==> config.mk <==
export PLATFORM = sky130hd
export DESIGN_NAME = timezone_dst_time_converter_unit
export DESIGN_NICKNAME = d
export VERILOG_FILES = /design/src/hw/rtl/tzdst_pkg.sv /design/src/hw/rtl/timezone_dst_time_converter_unit.sv
export VERILOG_INCLUDE_DIRS = /design/src /design/src/hw/rtl
export SDC_FILE = /design/constraint.sdc
export NUM_CORES = 2
export LEC_CHECK = 0
export ABC_AREA = 1
export BUFFER_PORTS_ARGS = -buffer_cell sky130_fd_sc_hd__buf_2
export CAP_MARGIN = 25
export CORE_ASPECT_RATIO = 1.75
export CORE_MARGIN = 4
export CORE_UTILIZATION = 30
export CTS_CLUSTER_DIAMETER = 100
export CTS_CLUSTER_SIZE = 12
export DETAILED_ROUTE_END_ITERATION = 8
export PLACE_DENSITY = 0.45
export SLEW_MARGIN = 20
export SYNTH_ARGS = -nofsm -noshare
export SYNTH_HDL_FRONTEND = slang
export SYNTH_SLANG_ARGS = --single-unit
==> constraint.sdc <==
create_clock -name i_clk -period 16.8 [get_ports i_clk]
set_clock_uncertainty 0.05 [all_clocks]
set_input_delay 3.36 -clock i_clk [delete_from_list [all_inputs] [get_ports i_clk]]
set_output_delay 3.36 -clock i_clk [all_outputs]
set_load 0.01 [all_outputs]
==> src/hw/rtl/timezone_dst_time_converter_unit_assert.svh <==
// ----------------------------------------------------------------------------
// Assertion macros for the time zone converter
// Clocked property wrappers with an active-low reset disable.
// ----------------------------------------------------------------------------
`ifndef TIMEZONE_DST_TIME_CONVERTER_UNIT_ASSERT_SVH
`define TIMEZONE_DST_TIME_CONVERTER_UNIT_ASSERT_SVH

// same-cycle implication
`define TZ_ASSERT_IMPL(label, clk, rst_n, ante, cons, msg) \
    label: assert property (@(posedge clk) disable iff (!(rst_n)) (ante) |-> (cons)) \
        else $error(msg);

// next-cycle implication
`define TZ_ASSERT_NEXT(label, clk, rst_n, ante, cons, msg) \
    label: assert property (@(posedge clk) disable iff (!(rst_n)) (ante) |=> (cons)) \
        else $error(msg);

`endif

==> src/hw/rtl/tzdst_pkg.sv <==
// ----------------------------------------------------------------------------
// tzdst_pkg
// Beat types, register indexes and timing constants of the time zone converter.
// ----------------------------------------------------------------------------
`default_nettype none

package tzdst_pkg;

    // Input beat: direction and timestamp
    typedef struct packed {
        logic        operation;
        logic [31:0] seconds_in;
    } t_in_beat;

    // Result beat
    typedef struct packed {
        logic signed [33:0] seconds_out;
        logic               daylight_active;
        logic               rule_unsupported;
    } t_out_beat;

    // Register indexes of the configuration port
    typedef enum logic [2:0] {
        CFG_STD_OFFSET = 3'd0,
        CFG_DL_OFFSET  = 3'd1,
        CFG_STD_MONTH  = 3'd2,
        CFG_STD_WEEK   = 3'd3,
        CFG_STD_HOUR   = 3'd4,
        CFG_DL_MONTH   = 3'd5,
        CFG_DL_WEEK    = 3'd6,
        CFG_DL_HOUR    = 3'd7
    } t_cfg_idx;

    localparam int CFG_IDX_W  = 3;
    localparam int CFG_DATA_W = 11;

    // Reset values of the rule registers
    localparam logic signed [10:0] RST_STD_OFFSET = 11'sd480;
    localparam logic signed [10:0] RST_DL_OFFSET  = 11'sd420;
    localparam logic [3:0]         RST_STD_MONTH  = 4'd10;
    localparam logic [2:0]         RST_STD_WEEK   = 3'd5;
    localparam logic [4:0]         RST_STD_HOUR   = 5'd2;
    localparam logic [3:0]         RST_DL_MONTH   = 4'd4;
    localparam logic [2:0]         RST_DL_WEEK    = 3'd1;
    localparam logic [4:0]         RST_DL_HOUR    = 5'd2;

    // Clock edges from the accepting edge to the edge that takes the result
    localparam int TZ_LATENCY = 11;

endpackage

`default_nettype wire

==> src/hw/rtl/timezone_dst_time_converter_unit.sv <==
// ----------------------------------------------------------------------------
// timezone_dst_time_converter_unit
// Converts a seconds-since-1970 time between UTC and local time under a
// yearly daylight saving rule (Nth or last Sunday of a month at an hour).
// ----------------------------------------------------------------------------
// Usage:
//   Command beat: i_cmd (operation, seconds_in) is taken at a rising edge with
//   i_start high and o_busy low. o_busy is always low: the pipeline takes one
//   beat every cycle, with no gaps needed between beats.
//   Result beat: o_result is valid for exactly one cycle while o_valid is high,
//   in command order. The receiver cannot stall the block and none is needed.
//   o_valid, the last bit of the valid shift register, rises together with
//   the stage 11 result register. Throughput: one beat per cycle, set by the
//   eleven-stage pipeline; divisions by 86400, 1461, 3600 and 7 are registered
//   reciprocal multiplies of at most 26 bits. The user must write rule
//   registers via i_cfg_we / i_cfg_index / i_cfg_wdata only while no beat is
//   in flight; the block does not enforce it. The two rule stages read them.
//   Reset (synchronous, i_rst_n low) clears all pipeline valid bits, drops
//   every beat in flight and restores the rule registers to their defaults.
// ----------------------------------------------------------------------------
`default_nettype none

module timezone_dst_time_converter_unit (
    input  wire logic                                i_clk,
    input  wire logic                                i_rst_n,
    input  wire logic                                i_start,
    output logic                                     o_busy,
    input  wire tzdst_pkg::t_in_beat                 i_cmd,
    output logic                                     o_valid,
    output tzdst_pkg::t_out_beat                     o_result,
    input  wire logic                                i_cfg_we,
    input  wire logic [tzdst_pkg::CFG_IDX_W-1:0]     i_cfg_index,
    input  wire logic [tzdst_pkg::CFG_DATA_W-1:0]    i_cfg_wdata
);

    // Reciprocal constants, exact over the input range
    localparam logic [25:0] DAY_RECIP    = 26'd50903317;  // 2^35 / 675, secs>>7
    localparam logic [16:0] CYCLE_RECIP  = 17'd91868;     // 2^27 / 1461
    localparam logic [16:0] HOUR_RECIP   = 17'd74566;     // 2^28 / 3600
    localparam logic [16:0] WEEK_RECIP   = 17'd74899;     // 2^19 / 7
    localparam logic [16:0] SECS_PER_DAY = 17'd86400;
    localparam logic [15:0] DAYS_4YR     = 16'd1461;
    localparam logic [10:0] DAYS_YEAR    = 11'd365;
    // 1968-03-01 to 1970-01-01 in days; 2100-03-01 in days since 1970
    localparam logic [15:0] EPOCH_SHIFT  = 16'd671;
    localparam logic [15:0] MAR_2100     = 16'd47541;
    // four-year cycle whose last year holds February 2100
    localparam logic [5:0]  CYCLE_2100   = 6'd32;
    localparam logic [15:0] THU_SHIFT    = 16'd4;   // 1970-01-01 was a Thursday
    localparam logic [16:0] SECS_PER_MIN = 17'd60;
    localparam logic [15:0] WEEK_DAYS    = 16'd7;
    localparam logic [3:0]  SUN_WRAP     = 4'd8;

    // first day of each month in a March-based year
    localparam logic [8:0] MONTH_START [12] = '{
        9'd0, 9'd31, 9'd61, 9'd92, 9'd122, 9'd153,
        9'd184, 9'd214, 9'd245, 9'd275, 9'd306, 9'd337
    };

    typedef struct packed {
        logic        op;
        logic [31:0] secs;
        logic [15:0] days;
    } t_s1;

    typedef struct packed {
        logic        op;
        logic [31:0] secs;
        logic [15:0] days;
        logic [31:0] prod;
        logic [15:0] d;
    } t_s2;

    typedef struct packed {
        logic        op;
        logic [31:0] secs;
        logic [15:0] days;
        logic [16:0] rem;
        logic [15:0] d;
        logic [5:0]  c;
    } t_s3;

    typedef struct packed {
        logic        op;
        logic [31:0] secs;
        logic [15:0] days;
        logic [4:0]  hour;
        logic [10:0] r;
        logic [5:0]  c;
    } t_s4;

    typedef struct packed {
        logic        op;
        logic [31:0] secs;
        logic [15:0] days;
        logic [4:0]  hour;
        logic [8:0]  doy;
        logic        leap;
    } t_s5;

    typedef struct packed {
        logic        op;
        logic [31:0] secs;
        logic [15:0] days;
        logic [4:0]  hour;
        logic [3:0]  month;
        logic [4:0]  mday;
        logic        leap;
    } t_s6;

    typedef struct packed {
        logic        op;
        logic [31:0] secs;
        logic [4:0]  hour;
        logic [3:0]  month;
        logic [4:0]  mday;
        logic [15:0] x;
        logic [12:0] q;
        logic [4:0]  mlen;
    } t_s7;

    typedef struct packed {
        logic        op;
        logic [31:0] secs;
        logic [4:0]  hour;
        logic [3:0]  month;
        logic [4:0]  mday;
        logic [5:0]  std_day;
        logic [5:0]  dl_day;
    } t_s8;

    typedef struct packed {
        logic        op;
        logic [31:0] secs;
        logic        dst;
        logic        unsup;
        logic [10:0] off;
    } t_s9;

    typedef struct packed {
        logic        op;
        logic [31:0] secs;
        logic        dst;
        logic        unsup;
        logic [16:0] off60;
    } t_s10;

    // Length of a calendar month
    function automatic logic [4:0] month_len(input logic [3:0] month, input logic leap);
        logic [4:0] len;
        unique case (month)
            4'd2:                      len = leap ? 5'd29 : 5'd28;
            4'd4, 4'd6, 4'd9, 4'd11:   len = 5'd30;
            default:                   len = 5'd31;
        endcase
        return len;
    endfunction

    // Day of month of the chosen Sunday, zero for a week outside 1..5
    function automatic logic [5:0] rule_day(input logic [2:0] week, input logic [3:0] fs,
                                            input logic [4:0] mlen);
        logic [5:0] step;
        logic [5:0] day;
        step = 6'({3'b000, week} - 6'd1) * 6'd7;
        day  = {2'b00, fs} + step;
        if (day > {1'b0, mlen}) begin
            day = day - 6'd7;
        end
        if (week < 3'd1 || week > 3'd5) begin
            day = 6'd0;
        end
        return day;
    endfunction

    // ---------------- rule registers ----------------
    logic signed [10:0] r_std_offset;
    logic signed [10:0] r_dl_offset;
    logic [3:0]         r_std_month;
    logic [2:0]         r_std_week;
    logic [4:0]         r_std_hour;
    logic [3:0]         r_dl_month;
    logic [2:0]         r_dl_week;
    logic [4:0]         r_dl_hour;

    always_ff @(posedge i_clk) begin
        if (!i_rst_n) begin
            r_std_offset <= tzdst_pkg::RST_STD_OFFSET;
            r_dl_offset  <= tzdst_pkg::RST_DL_OFFSET;
            r_std_month  <= tzdst_pkg::RST_STD_MONTH;
            r_std_week   <= tzdst_pkg::RST_STD_WEEK;
            r_std_hour   <= tzdst_pkg::RST_STD_HOUR;
            r_dl_month   <= tzdst_pkg::RST_DL_MONTH;
            r_dl_week    <= tzdst_pkg::RST_DL_WEEK;
            r_dl_hour    <= tzdst_pkg::RST_DL_HOUR;
        end else if (i_cfg_we) begin
            unique case (tzdst_pkg::t_cfg_idx'(i_cfg_index))
                tzdst_pkg::CFG_STD_OFFSET: r_std_offset <= i_cfg_wdata;
                tzdst_pkg::CFG_DL_OFFSET:  r_dl_offset  <= i_cfg_wdata;
                tzdst_pkg::CFG_STD_MONTH:  r_std_month  <= i_cfg_wdata[3:0];
                tzdst_pkg::CFG_STD_WEEK:   r_std_week   <= i_cfg_wdata[2:0];
                tzdst_pkg::CFG_STD_HOUR:   r_std_hour   <= i_cfg_wdata[4:0];
                tzdst_pkg::CFG_DL_MONTH:   r_dl_month   <= i_cfg_wdata[3:0];
                tzdst_pkg::CFG_DL_WEEK:    r_dl_week    <= i_cfg_wdata[2:0];
                tzdst_pkg::CFG_DL_HOUR:    r_dl_hour    <= i_cfg_wdata[4:0];
            endcase
        end
    end

    // ---------------- valid bits ----------------
    logic        w_accept;
    logic [10:0] r_vld;

    assign o_busy   = 1'b0;   // a beat can enter every cycle
    assign w_accept = i_start && !o_busy;

    always_ff @(posedge i_clk) begin
        if (!i_rst_n) begin
            r_vld <= '0;
        end else begin
            r_vld <= {r_vld[9:0], w_accept};
        end
    end

    // ---------------- stage 1: day number ----------------
    t_s1         r_s1;
    logic [50:0] w_day_prod;

    assign w_day_prod = 51'(i_cmd.seconds_in[31:7]) * 51'(DAY_RECIP);

    always_ff @(posedge i_clk) begin
        r_s1.op   <= i_cmd.operation;
        r_s1.secs <= i_cmd.seconds_in;
        r_s1.days <= w_day_prod[50:35];
    end

    // ---------------- stage 2: start of day, shifted epoch ----------------
    t_s2 r_s2;

    always_ff @(posedge i_clk) begin
        r_s2.op   <= r_s1.op;
        r_s2.secs <= r_s1.secs;
        r_s2.days <= r_s1.days;
        r_s2.prod <= 32'(r_s1.days) * 32'(SECS_PER_DAY);
        // skip the February 29 that 2100 lacks
        r_s2.d    <= r_s1.days + EPOCH_SHIFT + 16'(r_s1.days >= MAR_2100);
    end

    // ---------------- stage 3: seconds of day, four-year cycle ----------------
    t_s3         r_s3;
    logic [32:0] w_cyc_prod;

    assign w_cyc_prod = 33'(r_s2.d) * 33'(CYCLE_RECIP);

    always_ff @(posedge i_clk) begin
        r_s3.op   <= r_s2.op;
        r_s3.secs <= r_s2.secs;
        r_s3.days <= r_s2.days;
        r_s3.rem  <= 17'(r_s2.secs - r_s2.prod);
        r_s3.d    <= r_s2.d;
        r_s3.c    <= w_cyc_prod[32:27];
    end

    // ---------------- stage 4: hour, day within cycle ----------------
    t_s4         r_s4;
    logic [33:0] w_hour_prod;

    assign w_hour_prod = 34'(r_s3.rem) * 34'(HOUR_RECIP);

    always_ff @(posedge i_clk) begin
        r_s4.op   <= r_s3.op;
        r_s4.secs <= r_s3.secs;
        r_s4.days <= r_s3.days;
        r_s4.hour <= w_hour_prod[32:28];
        r_s4.r    <= 11'(r_s3.d - 16'(r_s3.c) * DAYS_4YR);
        r_s4.c    <= r_s3.c;
    end

    // ---------------- stage 5: year within cycle, day of year ----------------
    t_s5        r_s5;
    logic [1:0] w_yc;

    always_comb begin
        priority if (r_s4.r >= 11'd1095) begin
            w_yc = 2'd3;
        end else if (r_s4.r >= 11'd730) begin
            w_yc = 2'd2;
        end else if (r_s4.r >= 11'd365) begin
            w_yc = 2'd1;
        end else begin
            w_yc = 2'd0;
        end
    end

    always_ff @(posedge i_clk) begin
        r_s5.op   <= r_s4.op;
        r_s5.secs <= r_s4.secs;
        r_s5.days <= r_s4.days;
        r_s5.hour <= r_s4.hour;
        r_s5.doy  <= 9'(r_s4.r - 11'(w_yc) * DAYS_YEAR);
        // last year of a cycle owns February 29, except around 2100
        r_s5.leap <= (w_yc == 2'd3) && (r_s4.c != CYCLE_2100);
    end

    // ---------------- stage 6: month and day of month ----------------
    t_s6        r_s6;
    logic [3:0] w_mp;

    always_comb begin
        w_mp = 4'd0;
        for (int i = 1; i < 12; i++) begin
            if (r_s5.doy >= MONTH_START[i]) begin
                w_mp = 4'(i);
            end
        end
    end

    always_ff @(posedge i_clk) begin
        r_s6.op    <= r_s5.op;
        r_s6.secs  <= r_s5.secs;
        r_s6.days  <= r_s5.days;
        r_s6.hour  <= r_s5.hour;
        r_s6.month <= (w_mp < 4'd10) ? w_mp + 4'd3 : w_mp - 4'd9;
        r_s6.mday  <= 5'(r_s5.doy - MONTH_START[w_mp] + 9'd1);
        r_s6.leap  <= r_s5.leap;
    end

    // ---------------- stage 7: weekday of the 1st, month length ----------------
    t_s7         r_s7;
    logic [15:0] w_x;
    logic [32:0] w_wk_prod;

    assign w_x       = r_s6.days - 16'(r_s6.mday) + 16'd1 + THU_SHIFT;
    assign w_wk_prod = 33'(w_x) * 33'(WEEK_RECIP);

    always_ff @(posedge i_clk) begin
        r_s7.op    <= r_s6.op;
        r_s7.secs  <= r_s6.secs;
        r_s7.hour  <= r_s6.hour;
        r_s7.month <= r_s6.month;
        r_s7.mday  <= r_s6.mday;
        r_s7.x     <= w_x;
        r_s7.q     <= w_wk_prod[31:19];
        r_s7.mlen  <= month_len(r_s6.month, r_s6.leap);
    end

    // ---------------- stage 8: transition days ----------------
    t_s8        r_s8;
    logic [2:0] w_wf;
    logic [3:0] w_fs;

    assign w_wf = 3'(r_s7.x - 16'(r_s7.q) * WEEK_DAYS);
    assign w_fs = (w_wf == 3'd0) ? 4'd1 : SUN_WRAP - {1'b0, w_wf};

    always_ff @(posedge i_clk) begin
        r_s8.op      <= r_s7.op;
        r_s8.secs    <= r_s7.secs;
        r_s8.hour    <= r_s7.hour;
        r_s8.month   <= r_s7.month;
        r_s8.mday    <= r_s7.mday;
        r_s8.std_day <= rule_day(r_std_week, w_fs, r_s7.mlen);
        r_s8.dl_day  <= rule_day(r_dl_week, w_fs, r_s7.mlen);
    end

    // ---------------- stage 9: daylight decision ----------------
    t_s9        r_s9;
    logic       w_unsup;
    logic       w_dst;
    logic [5:0] w_mday;

    assign w_unsup = !(r_std_month > r_dl_month);
    assign w_mday  = {1'b0, r_s8.mday};

    always_comb begin
        priority if (w_unsup) begin
            w_dst = 1'b0;
        end else if (r_s8.month < r_dl_month || r_s8.month > r_std_month) begin
            w_dst = 1'b0;
        end else if (r_s8.month > r_dl_month && r_s8.month < r_std_month) begin
            w_dst = 1'b1;
        end else if (r_s8.month == r_std_month) begin
            // daylight runs until the standard transition hour
            priority if (w_mday < r_s8.std_day) begin
                w_dst = 1'b1;
            end else if (w_mday > r_s8.std_day) begin
                w_dst = 1'b0;
            end else begin
                w_dst = r_s8.hour < r_std_hour;
            end
        end else begin
            // daylight starts at the daylight transition hour
            priority if (w_mday < r_s8.dl_day) begin
                w_dst = 1'b0;
            end else if (w_mday > r_s8.dl_day) begin
                w_dst = 1'b1;
            end else begin
                w_dst = r_s8.hour >= r_dl_hour;
            end
        end
    end

    always_ff @(posedge i_clk) begin
        r_s9.op    <= r_s8.op;
        r_s9.secs  <= r_s8.secs;
        r_s9.dst   <= w_dst;
        r_s9.unsup <= w_unsup;
        r_s9.off   <= w_dst ? r_dl_offset : r_std_offset;
    end

    // ---------------- stage 10: offset in seconds ----------------
    t_s10               r_s10;
    logic signed [16:0] w_off_ext;

    assign w_off_ext = {{6{r_s9.off[10]}}, r_s9.off};

    always_ff @(posedge i_clk) begin
        r_s10.op    <= r_s9.op;
        r_s10.secs  <= r_s9.secs;
        r_s10.dst   <= r_s9.dst;
        r_s10.unsup <= r_s9.unsup;
        r_s10.off60 <= w_off_ext * $signed(SECS_PER_MIN);
    end

    // ---------------- stage 11: apply offset, result register ----------------
    tzdst_pkg::t_out_beat r_result;
    logic [33:0]          w_secs_ext;
    logic [33:0]          w_off_sec;

    assign w_secs_ext = {2'b00, r_s10.secs};
    assign w_off_sec  = {{17{r_s10.off60[16]}}, r_s10.off60};

    always_ff @(posedge i_clk) begin
        r_result.seconds_out      <= r_s10.op ? w_secs_ext + w_off_sec
                                              : w_secs_ext - w_off_sec;
        r_result.daylight_active  <= r_s10.dst;
        r_result.rule_unsupported <= r_s10.unsup;
    end

    assign o_valid  = r_vld[10];
    assign o_result = r_result;

    // ---------------- assertions ----------------
`include "timezone_dst_time_converter_unit_assert.svh"

    `TZ_ASSERT_IMPL(a_latency, i_clk, i_rst_n, w_accept, ##(tzdst_pkg::TZ_LATENCY) o_valid, "result beat missing after command")
    `TZ_ASSERT_IMPL(a_unsup_std, i_clk, i_rst_n, o_valid && o_result.rule_unsupported, !o_result.daylight_active, "daylight applied under unsupported rule")
    `TZ_ASSERT_IMPL(a_dst_window, i_clk, i_rst_n, r_vld[7] && w_dst, (r_s8.month >= r_dl_month) && (r_s8.month <= r_std_month), "daylight outside rule months")
    `TZ_ASSERT_NEXT(a_off_select, i_clk, i_rst_n, r_vld[7], r_s9.off == (r_s9.dst ? r_dl_offset : r_std_offset), "offset does not match decision")

endmodule

`default_nettype wire

==> results_dict.tcl <==
set metrics [dict create \
    regArea_um2 14030 \
    htree_levels 3 \
    start_util 0.3026 \
    drv_cap 0 \
    fmax_mhz 119.4 \
    crit_path_cell_trace "buf_2 > fa_1 > ha_1 > inv_1 > fa_1 > inv_1 > fa_1 > inv_1 > fa_1 > inv_1 > fa_1 > inv_1 > fa_1 > inv_1 > ha_1 > nand2_1 > inv_1 > a21oi_1 > a21boi_0 > o21ai_0 > nand2_1 > nand3_1 > nand2_1 > nand2_1" \
    synthArstFlopShare 0 \
    hpwl_um 102700 \
    period_minus_slack_ns 8.378 \
    slew_headroom 0.3238 \
    antenna_found_initial 3 \
    clockRootBuffer "clkbuf_16" \
    arrival_ns 8.88 \
    mostFrequentLayoutCells "1062 x inv_1, 870 x ha_1, 701 x dfxtp_1" \
    wirelength_um 120400 \
    drive_gt1_frac 0.03710 \
    clkLatencyLatePin_ns 0.67 \
    vias 32310 \
    grtUsageTotal 0.1491 \
    synth_enable_flop_cells 0 \
    endpoint_kind "register" \
    setup_tns_ns 0 \
    viasPerCell 4.462 \
    cts.sinks 701 \
    num-fill-cells 16320 \
    hold_path.class "register to register" \
    first_iter_violations 1203 \
    numCtsBuffers 72 \
    crit_buf_inv 8 \
    cts_setup_buffers 0 \
    avgSynthCellArea_um2 9.400 \
    slowest_stage "fa_1" \
    syn-instance-count 5043 \
    rsz0062_at_grt "false" \
    remaining_drc_errors 0 \
    cts_tree "done" \
    cp.required_ns 17.31 \
    path_max_fanout 9 \
    die-area_um2 164700 \
    grt_max_degree 58 \
    core_um2 156600 \
    period_share 0.4987 \
    hold_violations 0 \
    path_delay_family "adder cells" \
    postCtsHoldBufs 0 \
    tightest_slew_ns 1.014 \
    drv_slew 0 \
    status "completed" \
    fp.dieW_um 308.5 \
    finalNetCount 6535 \
    placementRows 192 \
    grt_overflow 0 \
    gp_congestion 0.8993 \
    path_class "input pin to register" \
    critPathMostFrequentCell "inv_1" \
    grt_pass1_wl_um 190300 \
    first_global_vias 34990 \
    ant_nets 0 \
    layout_commonest_cell "inv_1" \
    dr.pass1.iters 6 \
    area_growth_pct 10.64 \
    post_drt_wl_per_cell_um 16.63 \
    syn-num-nets 6392 \
    critPathMaxStageDelay_ns 0.54 \
    ioPinCount 89 \
    synth_area_um2 47400 \
    finalSetupViolCount 0 \
    clkTransAtPathRegs_ns 0.07 \
    ys_warn_count 0 \
    ctsResizeCount 0 \
    crit_path_start_kind "input pin" \
    cts.path.max_buffers 3 \
    multi_input_area_um2 29290 \
    yosysSeqAreaShare 0.2961 \
    dieHeight_um 533.8 \
    port_buffers 87 \
    ys_types 54 \
    ys.flop_type "dfxtp_1" \
    ys_seq_elements 701 \
]
-- cells by family (layout without fill, tap and decap cells) --
logic type | Yosys count | in the layout | share of synthesized area
xor+xnor | 180 | 180 | 0.03402
compound gates | 589 | 589 | 0.06939
simple gates | 1190 | 1190 | 0.1041
buf+inv | 1084 | 1243 | 0.08600
other cells | 1 | 4 | 0.00007911
flops | 701 | 701 | 0.2961
fa+ha+maj | 1298 | 1298 | 0.4104
-- layout make-up --
class	instances	share of cell area
tap	2037	0.04860
multi-input combinational	3258	0.5585
timing repair buffer	88	0.008445
clock inverter	16	0.005821
sequential	701	0.2676
clock buffer	74	0.03469
inverter	1065	0.07622
antenna	3	0.0001431
-- cells in the mapped netlist, types with 2 or more instances --
master        n  area [um^2]
ha_1        870        10890
o21ai_1       5        25.02
and2_1        2        12.51
o21a_1       10        75.07
nand3b_1      9        67.56
o2111ai_1     7        61.31
nand2_2       4        25.02
nor3_1       45        225.2
buf_2         3        15.01
nand2_1     604         2267
dfxtp_1     701        14030
clkbuf_1     14        52.55
inv_2         2        7.510
a21o_1       22        165.2
a211oi_1      3        22.52
o21bai_1     19        142.6
xor2_2        3        48.80
nor4_1        9        56.30
inv_1      1062         3986
fa_1        428         8568
a41oi_1       2        17.52
nand3_1     156        780.8
o21ai_0     176        880.8
nand4_1      43        269.0
nor2_1      308         1156
a21oi_1     276         1381
o22ai_1       2        12.51
or2_2         2        12.51
a21boi_0     10        75.07
a31oi_1      20        125.1
o221ai_1      4        35.03
o311ai_0      2        17.52
xnor2_1      60        525.5
xor2_1      116         1016
o31ai_1       2        15.01
o211ai_1     24        180.2
-- flip-flops by register name, indices dropped and copies added (netlist names), 49 cells and up --
register and flops:
r_s4 71, r_s6 64, r_s8 59, r_s3 76, r_s5 64, r_s10 50
r_s1 49, r_s2 74, r_s7 55
-- worst register-to-register path, delay by kind of cell (launching register included) --
| family | cells | cell delay, ns |
|---|---|---|
| xor gates and xnor gates | 1 | 0.36 |
| AOI/OAI and AO/OA | 4 | 0.79 |
| DFF | 1 | 0.34 |
| adders and majority gates | 9 | 3.56 |
| buffers and inverters | 6 | 0.38 |
| and+or+nand+nor | 7 | 1.06 |
-- path summary, 6_finish.rpt --
path | startpoint | to | slack, ns | depth (start not counted)
max reg2reg | r_s6[4]$_DFF_P_ | r_s7[7]$_DFF_P_ | 10.16 | 27
max | i_cmd[28] | r_s1[15]$_DFF_P_ | 8.42 | 24
min | r_s6[40]$_DFF_P_ | r_s7[57]$_DFF_P_ | 0.25 | 0
min reg2reg | r_s6[40]$_DFF_P_ | r_s7[57]$_DFF_P_ | 0.25 | 0
-- metal layers --
| metal | up-vias | share of wire | GRT usage |
|---|---|---|---|
| li1 | 16260 | - | - |
| met1 | 15450 | 0.36 | 0.1488 |
| met2 | 416 | 0.58 | 0.3086 |
| met3 | 190 | 0.024 | 0.01692 |
| met4 | 0 | 0.037 | 0.05449 |
| met5 | - | 0 | 0 |
-- through the flow --
stage	area (um^2)	instances	setup slack, ns	hold slack, ns	utilization
6_report	52450	7242	8.422	0.2472	0.3348
3_3_place_gp	50310	7149	7.710	0.2600	0.3212
5_1_grt	52440	7240	8.220	0.2553	0.3348
3_5_place_dp	50310	7149	7.722	0.2621	0.3212
2_1_floorplan	47400	5043	8.492	0.2596	-
4_1_cts	52440	7239	8.457	0.2497	0.3348
Power is left out: the tool's default activity adds up to more than one toggle a clock period on the data nets, which glitch-free logic cannot reach.
